===== src/hw/rtl/m31alu_pkg.sv =====
package m31alu_pkg;

  localparam int unsigned FieldW = 31;
  localparam int unsigned ExpW   = 32;
  localparam int unsigned ProdW  = 2 * FieldW;

  localparam logic [FieldW-1:0] Prime  = {FieldW{1'b1}};
  localparam logic [FieldW-1:0] One    = {{(FieldW-1){1'b0}}, 1'b1};
  localparam logic [ExpW-1:0]   InvExp = {1'b0, Prime} - 32'd2;

  typedef enum logic [2:0] {
    ACT_ADD = 3'd0,
    ACT_SUB = 3'd1,
    ACT_NEG = 3'd2,
    ACT_MUL = 3'd3,
    ACT_DIV = 3'd4,
    ACT_POW = 3'd5,
    ACT_INV = 3'd6
  } action_e;

  typedef enum logic [2:0] {
    ST_IDLE,
    ST_SETUP,
    ST_LOOP,
    ST_MUL_ACC,
    ST_MUL_SQ,
    ST_MUL_FIN,
    ST_RED_FIN,
    ST_DONE
  } state_e;

  typedef enum logic [1:0] {
    MSEL_ACC_SQ,
    MSEL_SQ_SQ,
    MSEL_A_B,
    MSEL_A_ACC
  } mul_sel_e;

  typedef enum logic [1:0] {
    DST_NONE,
    DST_ACC,
    DST_SQ
  } dst_e;

  typedef enum logic {
    BASE_A,
    BASE_B
  } base_sel_e;

  typedef enum logic {
    EXP_RAW,
    EXP_INV
  } exp_sel_e;

  typedef enum logic [2:0] {
    RES_ADD,
    RES_SUB,
    RES_NEG,
    RES_ACC,
    RES_ZERO
  } res_sel_e;

  typedef struct packed {
    logic      load;
    logic      pow_init;
    base_sel_e base_sel;
    exp_sel_e  exp_sel;
    logic      mul_go;
    mul_sel_e  mul_sel;
    dst_e      mul_dst;
    logic      exp_shift;
    res_sel_e  res_sel;
    logic      out_load;
  } cmd_t;

  typedef struct packed {
    logic exp_zero;
    logic exp_lsb;
  } status_t;

endpackage


===== src/hw/rtl/m31alu_dp.sv =====
module m31alu_dp (
  input  logic                              clk_i,
  input  logic                              rst_ni,
  input  m31alu_pkg::cmd_t                  cmd_i,
  output m31alu_pkg::status_t               status_o,
  input  logic [m31alu_pkg::FieldW-1:0]     operand_a_i,
  input  logic [m31alu_pkg::ExpW-1:0]       operand_b_i,
  output logic [m31alu_pkg::FieldW-1:0]     result_o
);

  // Bring a value below twice the prime into canonical range.
  function automatic logic [m31alu_pkg::FieldW-1:0] canon(
    input logic [m31alu_pkg::FieldW:0] s
  );
    logic [m31alu_pkg::FieldW:0] d;
    d = s - {1'b0, m31alu_pkg::Prime};
    return (s >= {1'b0, m31alu_pkg::Prime}) ? d[m31alu_pkg::FieldW-1:0]
                                            : s[m31alu_pkg::FieldW-1:0];
  endfunction

  logic [m31alu_pkg::FieldW-1:0] a_q, a_d;
  logic [m31alu_pkg::ExpW-1:0]   braw_q;
  logic [m31alu_pkg::FieldW-1:0] acc_q, acc_d;
  logic [m31alu_pkg::FieldW-1:0] sq_q, sq_d;
  logic [m31alu_pkg::ExpW-1:0]   exp_q, exp_d;
  logic [m31alu_pkg::ProdW-1:0]  prod_q, prod_d;
  m31alu_pkg::dst_e              dst_q, dst_d;
  logic [m31alu_pkg::FieldW-1:0] result_q, result_d;

  logic [m31alu_pkg::FieldW-1:0] b_f;
  logic [m31alu_pkg::FieldW-1:0] op_x, op_y;
  logic [m31alu_pkg::FieldW:0]   t1, t2;
  logic [m31alu_pkg::FieldW-1:0] red;
  logic [m31alu_pkg::FieldW-1:0] sum_add, sum_sub, neg_a;

  assign a_d = (operand_a_i == m31alu_pkg::Prime) ? '0 : operand_a_i;

  assign b_f = canon({{m31alu_pkg::FieldW{1'b0}}, braw_q[m31alu_pkg::ExpW-1]}
                     + {1'b0, braw_q[m31alu_pkg::FieldW-1:0]});

  always_comb begin
    case (cmd_i.mul_sel)
      m31alu_pkg::MSEL_ACC_SQ: begin
        op_x = acc_q;
        op_y = sq_q;
      end
      m31alu_pkg::MSEL_SQ_SQ: begin
        op_x = sq_q;
        op_y = sq_q;
      end
      m31alu_pkg::MSEL_A_B: begin
        op_x = a_q;
        op_y = b_f;
      end
      default: begin
        op_x = a_q;
        op_y = acc_q;
      end
    endcase
  end

  assign prod_d = {{m31alu_pkg::FieldW{1'b0}}, op_x} * {{m31alu_pkg::FieldW{1'b0}}, op_y};
  assign dst_d  = cmd_i.mul_go ? cmd_i.mul_dst : m31alu_pkg::DST_NONE;

  // Fold the high half onto the low half twice, since 2^31 is one mod p.
  assign t1  = {1'b0, prod_q[m31alu_pkg::FieldW-1:0]}
             + {1'b0, prod_q[m31alu_pkg::ProdW-1:m31alu_pkg::FieldW]};
  assign t2  = {1'b0, t1[m31alu_pkg::FieldW-1:0]}
             + {{m31alu_pkg::FieldW{1'b0}}, t1[m31alu_pkg::FieldW]};
  assign red = canon(t2);

  assign sum_add = canon({1'b0, a_q} + {1'b0, b_f});
  assign sum_sub = canon({1'b0, a_q} + {1'b0, m31alu_pkg::Prime - b_f});
  assign neg_a   = (a_q == '0) ? '0 : m31alu_pkg::Prime - a_q;

  always_comb begin
    acc_d = acc_q;
    sq_d  = sq_q;
    exp_d = exp_q;
    if (cmd_i.pow_init) begin
      acc_d = m31alu_pkg::One;
      sq_d  = (cmd_i.base_sel == m31alu_pkg::BASE_B) ? b_f : a_q;
      exp_d = (cmd_i.exp_sel == m31alu_pkg::EXP_INV) ? m31alu_pkg::InvExp : braw_q;
    end else begin
      if (dst_q == m31alu_pkg::DST_ACC) begin
        acc_d = red;
      end
      if (dst_q == m31alu_pkg::DST_SQ) begin
        sq_d = red;
      end
      if (cmd_i.exp_shift) begin
        exp_d = exp_q >> 1;
      end
    end
  end

  always_comb begin
    result_d = result_q;
    if (cmd_i.out_load) begin
      case (cmd_i.res_sel)
        m31alu_pkg::RES_ADD: result_d = sum_add;
        m31alu_pkg::RES_SUB: result_d = sum_sub;
        m31alu_pkg::RES_NEG: result_d = neg_a;
        m31alu_pkg::RES_ACC: result_d = acc_q;
        default:             result_d = '0;
      endcase
    end
  end

  always_ff @(posedge clk_i or negedge rst_ni) begin
    if (!rst_ni) begin
      dst_q <= m31alu_pkg::DST_NONE;
    end else begin
      dst_q <= dst_d;
    end
  end

  always_ff @(posedge clk_i) begin
    if (cmd_i.load) begin
      a_q    <= a_d;
      braw_q <= operand_b_i;
    end
    acc_q    <= acc_d;
    sq_q     <= sq_d;
    exp_q    <= exp_d;
    prod_q   <= prod_d;
    result_q <= result_d;
  end

  assign status_o.exp_zero = (exp_q == '0);
  assign status_o.exp_lsb  = exp_q[0];
  assign result_o          = result_q;

endmodule


===== src/hw/rtl/m31alu_ctrl.sv =====
module m31alu_ctrl (
  input  logic                clk_i,
  input  logic                rst_ni,
  input  logic                in_valid_i,
  output logic                in_ready_o,
  input  logic [2:0]          action_i,
  output logic                out_valid_o,
  input  logic                out_ready_i,
  input  m31alu_pkg::status_t status_i,
  output m31alu_pkg::cmd_t    cmd_o
);

  m31alu_pkg::state_e  state_q, state_d;
  m31alu_pkg::action_e act_q, act_d;
  logic                out_valid_q, out_valid_d;
  logic                accept;

  assign in_ready_o = (state_q == m31alu_pkg::ST_IDLE);
  assign accept     = in_valid_i && in_ready_o;
  assign act_d      = accept ? m31alu_pkg::action_e'(action_i) : act_q;

  always_comb begin
    state_d = state_q;
    unique case (state_q)
      m31alu_pkg::ST_IDLE: begin
        if (accept) begin
          state_d = m31alu_pkg::ST_SETUP;
        end
      end
      m31alu_pkg::ST_SETUP: begin
        unique case (act_q) inside
          m31alu_pkg::ACT_MUL: state_d = m31alu_pkg::ST_MUL_FIN;
          m31alu_pkg::ACT_DIV, m31alu_pkg::ACT_POW, m31alu_pkg::ACT_INV:
            state_d = m31alu_pkg::ST_LOOP;
          default: state_d = m31alu_pkg::ST_DONE;
        endcase
      end
      m31alu_pkg::ST_LOOP: begin
        if (status_i.exp_zero) begin
          state_d = (act_q == m31alu_pkg::ACT_DIV) ? m31alu_pkg::ST_MUL_FIN
                                                   : m31alu_pkg::ST_DONE;
        end else if (status_i.exp_lsb) begin
          state_d = m31alu_pkg::ST_MUL_ACC;
        end else begin
          state_d = m31alu_pkg::ST_MUL_SQ;
        end
      end
      m31alu_pkg::ST_MUL_ACC: state_d = m31alu_pkg::ST_MUL_SQ;
      m31alu_pkg::ST_MUL_SQ:  state_d = m31alu_pkg::ST_LOOP;
      m31alu_pkg::ST_MUL_FIN: state_d = m31alu_pkg::ST_RED_FIN;
      m31alu_pkg::ST_RED_FIN: state_d = m31alu_pkg::ST_DONE;
      m31alu_pkg::ST_DONE: begin
        if (!out_valid_q || out_ready_i) begin
          state_d = m31alu_pkg::ST_IDLE;
        end
      end
      default: state_d = m31alu_pkg::ST_IDLE;
    endcase
  end

  always_comb begin
    cmd_o           = '0;
    cmd_o.base_sel  = m31alu_pkg::BASE_A;
    cmd_o.exp_sel   = m31alu_pkg::EXP_RAW;
    cmd_o.mul_sel   = m31alu_pkg::MSEL_ACC_SQ;
    cmd_o.mul_dst   = m31alu_pkg::DST_NONE;
    cmd_o.res_sel   = m31alu_pkg::RES_ZERO;
    unique case (state_q)
      m31alu_pkg::ST_IDLE: begin
        cmd_o.load = in_valid_i;
      end
      m31alu_pkg::ST_SETUP: begin
        cmd_o.pow_init = (act_q == m31alu_pkg::ACT_DIV) || (act_q == m31alu_pkg::ACT_POW)
                      || (act_q == m31alu_pkg::ACT_INV);
        cmd_o.base_sel = (act_q == m31alu_pkg::ACT_DIV) ? m31alu_pkg::BASE_B
                                                        : m31alu_pkg::BASE_A;
        cmd_o.exp_sel  = (act_q == m31alu_pkg::ACT_POW) ? m31alu_pkg::EXP_RAW
                                                        : m31alu_pkg::EXP_INV;
      end
      m31alu_pkg::ST_MUL_ACC: begin
        cmd_o.mul_go  = 1'b1;
        cmd_o.mul_sel = m31alu_pkg::MSEL_ACC_SQ;
        cmd_o.mul_dst = m31alu_pkg::DST_ACC;
      end
      m31alu_pkg::ST_MUL_SQ: begin
        cmd_o.mul_go    = 1'b1;
        cmd_o.mul_sel   = m31alu_pkg::MSEL_SQ_SQ;
        cmd_o.mul_dst   = m31alu_pkg::DST_SQ;
        cmd_o.exp_shift = 1'b1;
      end
      m31alu_pkg::ST_MUL_FIN: begin
        cmd_o.mul_go  = 1'b1;
        cmd_o.mul_sel = (act_q == m31alu_pkg::ACT_DIV) ? m31alu_pkg::MSEL_A_ACC
                                                       : m31alu_pkg::MSEL_A_B;
        cmd_o.mul_dst = m31alu_pkg::DST_ACC;
      end
      m31alu_pkg::ST_DONE: begin
        cmd_o.out_load = !out_valid_q || out_ready_i;
        unique case (act_q) inside
          m31alu_pkg::ACT_ADD: cmd_o.res_sel = m31alu_pkg::RES_ADD;
          m31alu_pkg::ACT_SUB: cmd_o.res_sel = m31alu_pkg::RES_SUB;
          m31alu_pkg::ACT_NEG: cmd_o.res_sel = m31alu_pkg::RES_NEG;
          m31alu_pkg::ACT_MUL, m31alu_pkg::ACT_DIV, m31alu_pkg::ACT_POW,
          m31alu_pkg::ACT_INV: cmd_o.res_sel = m31alu_pkg::RES_ACC;
          default:             cmd_o.res_sel = m31alu_pkg::RES_ZERO;
        endcase
      end
      default: begin
      end
    endcase
  end

  assign out_valid_d = cmd_o.out_load || (out_valid_q && !out_ready_i);
  assign out_valid_o = out_valid_q;

  always_ff @(posedge clk_i or negedge rst_ni) begin
    if (!rst_ni) begin
      state_q     <= m31alu_pkg::ST_IDLE;
      act_q       <= m31alu_pkg::ACT_ADD;
      out_valid_q <= 1'b0;
    end else begin
      state_q     <= state_d;
      act_q       <= act_d;
      out_valid_q <= out_valid_d;
    end
  end

endmodule


===== src/hw/rtl/mersenne31_field_alu.sv =====
// Arithmetic unit for the field modulo p = 2^31-1: add, subtract, negate, multiply,
// divide, power and invert, one canonical 31-bit result per input word. Words are
// taken one at a time; the next word is accepted once the current result sits in
// the output register, even if that result has not been taken yet. Add, subtract,
// negate and unused action codes go from setup straight to the result stage;
// multiply adds one product and its fold. Power, invert and divide run
// square-and-multiply on one shared 31x31 multiplier whose product is registered
// and then folded mod p in the following cycle: per exponent bit up to the highest
// set bit, a multiply into the accumulator if the bit is set, then a squaring; divide
// then multiplies operand a by the inverse. Division or inversion of zero gives 0.
module mersenne31_field_alu (
  input  logic                          clk_i,
  input  logic                          rst_ni,
  input  logic                          in_valid_i,
  output logic                          in_ready_o,
  input  logic [2:0]                    action_i,
  input  logic [m31alu_pkg::FieldW-1:0] operand_a_i,
  input  logic [m31alu_pkg::ExpW-1:0]   operand_b_i,
  output logic                          out_valid_o,
  input  logic                          out_ready_i,
  output logic [m31alu_pkg::FieldW-1:0] result_o
);

  m31alu_pkg::cmd_t    cmd;
  m31alu_pkg::status_t status;

  m31alu_ctrl u_ctrl (
    .clk_i       (clk_i),
    .rst_ni      (rst_ni),
    .in_valid_i  (in_valid_i),
    .in_ready_o  (in_ready_o),
    .action_i    (action_i),
    .out_valid_o (out_valid_o),
    .out_ready_i (out_ready_i),
    .status_i    (status),
    .cmd_o       (cmd)
  );

  m31alu_dp u_dp (
    .clk_i       (clk_i),
    .rst_ni      (rst_ni),
    .cmd_i       (cmd),
    .status_o    (status),
    .operand_a_i (operand_a_i),
    .operand_b_i (operand_b_i),
    .result_o    (result_o)
  );

endmodule


===== config.mk =====
export PLATFORM = sky130hd
export DESIGN_NAME = mersenne31_field_alu
export DESIGN_NICKNAME = d
export VERILOG_FILES = /design/src/hw/rtl/m31alu_pkg.sv /design/src/hw/rtl/m31alu_dp.sv /design/src/hw/rtl/m31alu_ctrl.sv /design/src/hw/rtl/mersenne31_field_alu.sv
export SDC_FILE = /design/constraint.sdc
export NUM_CORES = 2
export LEC_CHECK = 0
export BUFFER_PORTS_ARGS = -buffer_cell sky130_fd_sc_hd__buf_2
export CAP_MARGIN = 30
export CORE_ASPECT_RATIO = 1.2
export CORE_UTILIZATION = 30
export CTS_BUF_LIST = sky130_fd_sc_hd__clkbuf_4 sky130_fd_sc_hd__clkbuf_8
export CTS_CLUSTER_DIAMETER = 80
export DETAILED_ROUTE_END_ITERATION = 12
export SLEW_MARGIN = 30
export SYNTH_ARGS = -nofsm -noshare
export SYNTH_HDL_FRONTEND = slang
export SYNTH_SLANG_ARGS = --single-unit
export TNS_END_PERCENT = 30

===== constraint.sdc =====
create_clock -name clk_i -period 13.5 [get_ports clk_i]
set_input_delay 2.025 -clock clk_i [delete_from_list [all_inputs] [get_ports clk_i]]
set_output_delay 2.025 -clock clk_i [all_outputs]
set_load 0.05 [all_outputs]

==> impl_metrics.csv <==
group,metric,value,unit
cts,htreeDepth,2,
logic_synthesis,synth_top_area_share,33.1,%
logic_synthesis,synth-main-ff-cell,"edfxtp_1",
cts,root_buffer,"clkbuf_8",
cts,cts_hold_buf,0,
logic_synthesis,async_flop_share,3.47,%
logic_synthesis,synth_area,0.0508,mm^2
critical_path,crit_path_start,"u_dp.braw_q[0]",
critical_path,cp_common_cell,"fa_1",
sta,fmax,80.2,MHz
sta,fin_crit_sh,92.4,%
cts,cts_buffers,46,
grt,grt_max_degree,69,
critical_path,critPathSlowestCell,"a2111oi_1",
floorplanning,die_w,378,um
logic_synthesis,ys_warn_count,0,
floorplanning,dieArea,0.171,mm^2
grt,antenna_found_initial,8,
sta,finalSetupViolCount,0,
cts,cts_resized,0,
place,place_area,0.0543,mm^2
floorplanning,core,0.168,mm^2
detailed_routing,detail_route.drc_violations,0,
critical_path,critPathKind,"reg2reg",
cells_and_area,layout_commonest_cell,"inv_1",
logic_synthesis,synth.avg_cell_area,8.51,um^2
grt,grt_pass1_vias,46600,
logic_synthesis,synthTopCellsByArea,"fa_1, edfxtp_1, ha_1",
logic_synthesis,syn-num-nets,7233,
cts,cts.sinks,259,
detailed_routing,vias,44900,
sta,max_slew_margin,29.4,%
sta,skew,0.0590,ns
sta,rsz0062_at_grt,"false",
logic_synthesis,synth_largest_area_cell,"fa_1",
logic_synthesis,synth_cells,5966,
cells_and_area,nNetsFinal,7218,
cts,cts_tree,"yes",
logic_synthesis,synth_cell_types,100,
sta,finalCriticalPeriod,12.47,ns
sta,worst_pin_slew,1.06,ns
cts,clk_latency,0.72,ns
cts,path_clk_slew,0.07,ns
sta,hold_viol,0,
sta,fin_tns_setup,0,ns
cts,clock_path_buffers,3,
logic_synthesis,synth_edf_count,157,
critical_path,critPathCaptureType,"register",
place,portBuffers,102,
grt,groute.usage.overall,23.3,%
cells_and_area,syn_to_final_growth,9.10,%
cells_and_area,final_design_area_no_fill,0.0554,mm^2
run_status,status,"complete, no violations",
detailed_routing,vias_per_cell,5.45,
critical_path,worstPathMaxFanout,16,
detailed_routing,first_pass_iters,6,
hold_path,hold_path.class,"reg2reg",
place,place_congestion,0.998,
floorplanning,ioPinCount,103,
sta,slew_violations,0,
detailed_routing,drt_iter0_markers,4162,
floorplanning,initial_core_util,30.2,%
detailed_routing,wl,198000,um
floorplanning,num_rows,165,
cells_and_area,final_cell_mix,"inv_1, fa_1, nor2_1",
place,dp_hpwl,157000,um
cells_and_area,drive_gt1_share,7.71,%
critical_path,worstPathRequired,14.02,ns
floorplanning,die_h,453,um
critical_path,start_kind,"register",
hold_path,min_from,"u_dp.acc_q[8]",
critical_path,cpPeakStageDelay,0.65,ns
grt,grt_pass1_wl,298000,um
logic_synthesis,ys_seq_area_share,13.4,%
detailed_routing,ant_nets,0,
grt,grt_overflow,0,
cts,cts_setup_buffers,0,
critical_path,critPathArrivalTime,12.99,ns
flow_run,maxCapViolations,0,
logic_synthesis,synth_seq_cells,259,
detailed_routing,wl_per_cell,24.0,um
critical_path,rr_startpoint,"u_dp.braw_q[0]",
## cell usage after synthesis, types with 21 or more instances
| library cell | number |
|---|---|
| mux2i_1 | 52 |
| and3_1 | 31 |
| nand3_1 | 105 |
| dfxtp_1 | 93 |
| and2_1 | 85 |
| or2_2 | 24 |
| o21ai_1 | 42 |
| o22a_1 | 31 |
| edfxtp_1 | 157 |
| o22ai_1 | 25 |
| a211oi_1 | 33 |
| o31ai_1 | 32 |
| nor2b_1 | 21 |
| buf_1 | 21 |
| o211ai_1 | 29 |
| a21o_1 | 84 |
| xor2_1 | 58 |
| nand2_1 | 693 |
| o21a_1 | 74 |
| nor3_1 | 92 |
| o21ai_0 | 167 |
| nor4_1 | 52 |
| a21oi_1 | 244 |
| nor2_1 | 729 |
| xnor2_1 | 154 |
| ha_1 | 357 |
| a31oi_1 | 31 |
| o21bai_1 | 21 |
| inv_1 | 914 |
| clkbuf_1 | 266 |
| nand2b_1 | 45 |
| buf_2 | 23 |
| nand4_1 | 50 |
| fa_1 | 840 |
## critical path, delay by kind of cell, from the launching register on
family / cells / cell delay [ns]
multiplexers: 1 / 0.15
buffers and inverters: 6 / 0.85
flip-flops: 1 / 0.37
AND/OR/NAND/NOR: 12 / 2.69
adder cells (fa/ha/maj): 11 / 5.11
AO/OA/AOI/OAI: 10 / 3.09
## per-stage QoR
step	hold WS, ns	std cells	worst slack [ns]	util (%)
6_report	0.491	8245	1.03	32.9
5_1_grt	0.517	8244	0.124	32.9
4_1_cts	0.490	8242	1.05	32.9
3_5_place_dp	0.481	8156	1.11	32.3
3_3_place_gp	0.475	8154	1.17	32.2
2_1_floorplan	0.463	5966	2.23	-
## worst paths after layout
kind	end	slack [ns]	depth (start not counted)
min	u_dp.acc_q[8]	0.49	2
min in group asynchronous	u_ctrl.act_q[2]	1.19	1
max reg2reg	u_dp.prod_q[54]	1.03	40
max	u_dp.prod_q[54]	1.03	40
min reg2reg	u_dp.acc_q[8]	0.49	2
max in group asynchronous	u_ctrl.state_q[0]	12.03	1
## registers in the layout, summed over array words and instances (netlist names)
register,flops
u_dp.prod_q,62
u_ctrl.out_valid_o,1
u_dp.result_o,31
u_dp.exp_q,32
u_dp.dst_q,2
u_ctrl.state_q,3
u_ctrl.act_q,3
u_dp.acc_q,31
u_dp.braw_q,32
u_dp.sq_q,31
u_dp.a_q,31
## layer usage
layer  wire length, um  up-vias  track usage, %
met2             90900     2331            37.9
met3             17300      643            4.27
met4             16000        6            15.9
met5                41        -               0
li1                  -    19300               -
met1             73800    22600            28.0
## cells by family after synthesis
logic type / Yosys count / share of synthesized area [%]
adder cells (fa/ha/maj): 1197 / 41.9
AO/OA/AOI/OAI: 972 / 12.6
AND/OR/NAND/NOR: 2036 / 18.1
multiplexers: 59 / 1.18
XOR/XNOR: 212 / 3.66
buffers and inverters: 1231 / 9.21
flip-flops: 259 / 13.4
## cell type report
| type | count | area [um^2] |
|---|---|---|
| clock inverter | 17 | 185 |
| antenna | 2 | 5.00 |
| fill | 17600 | 113000 |
| sequential | 259 | 6800 |
| inverter | 916 | 3440 |
| clock buffer | 69 | 875 |
| multi-input combinational | 4476 | 39600 |
| tap | 2254 | 2820 |
| timing repair buffer | 252 | 1670 |
Power is not shown: default switching activity piles up to over one toggle a cycle in this logic, so the estimate is an artifact.
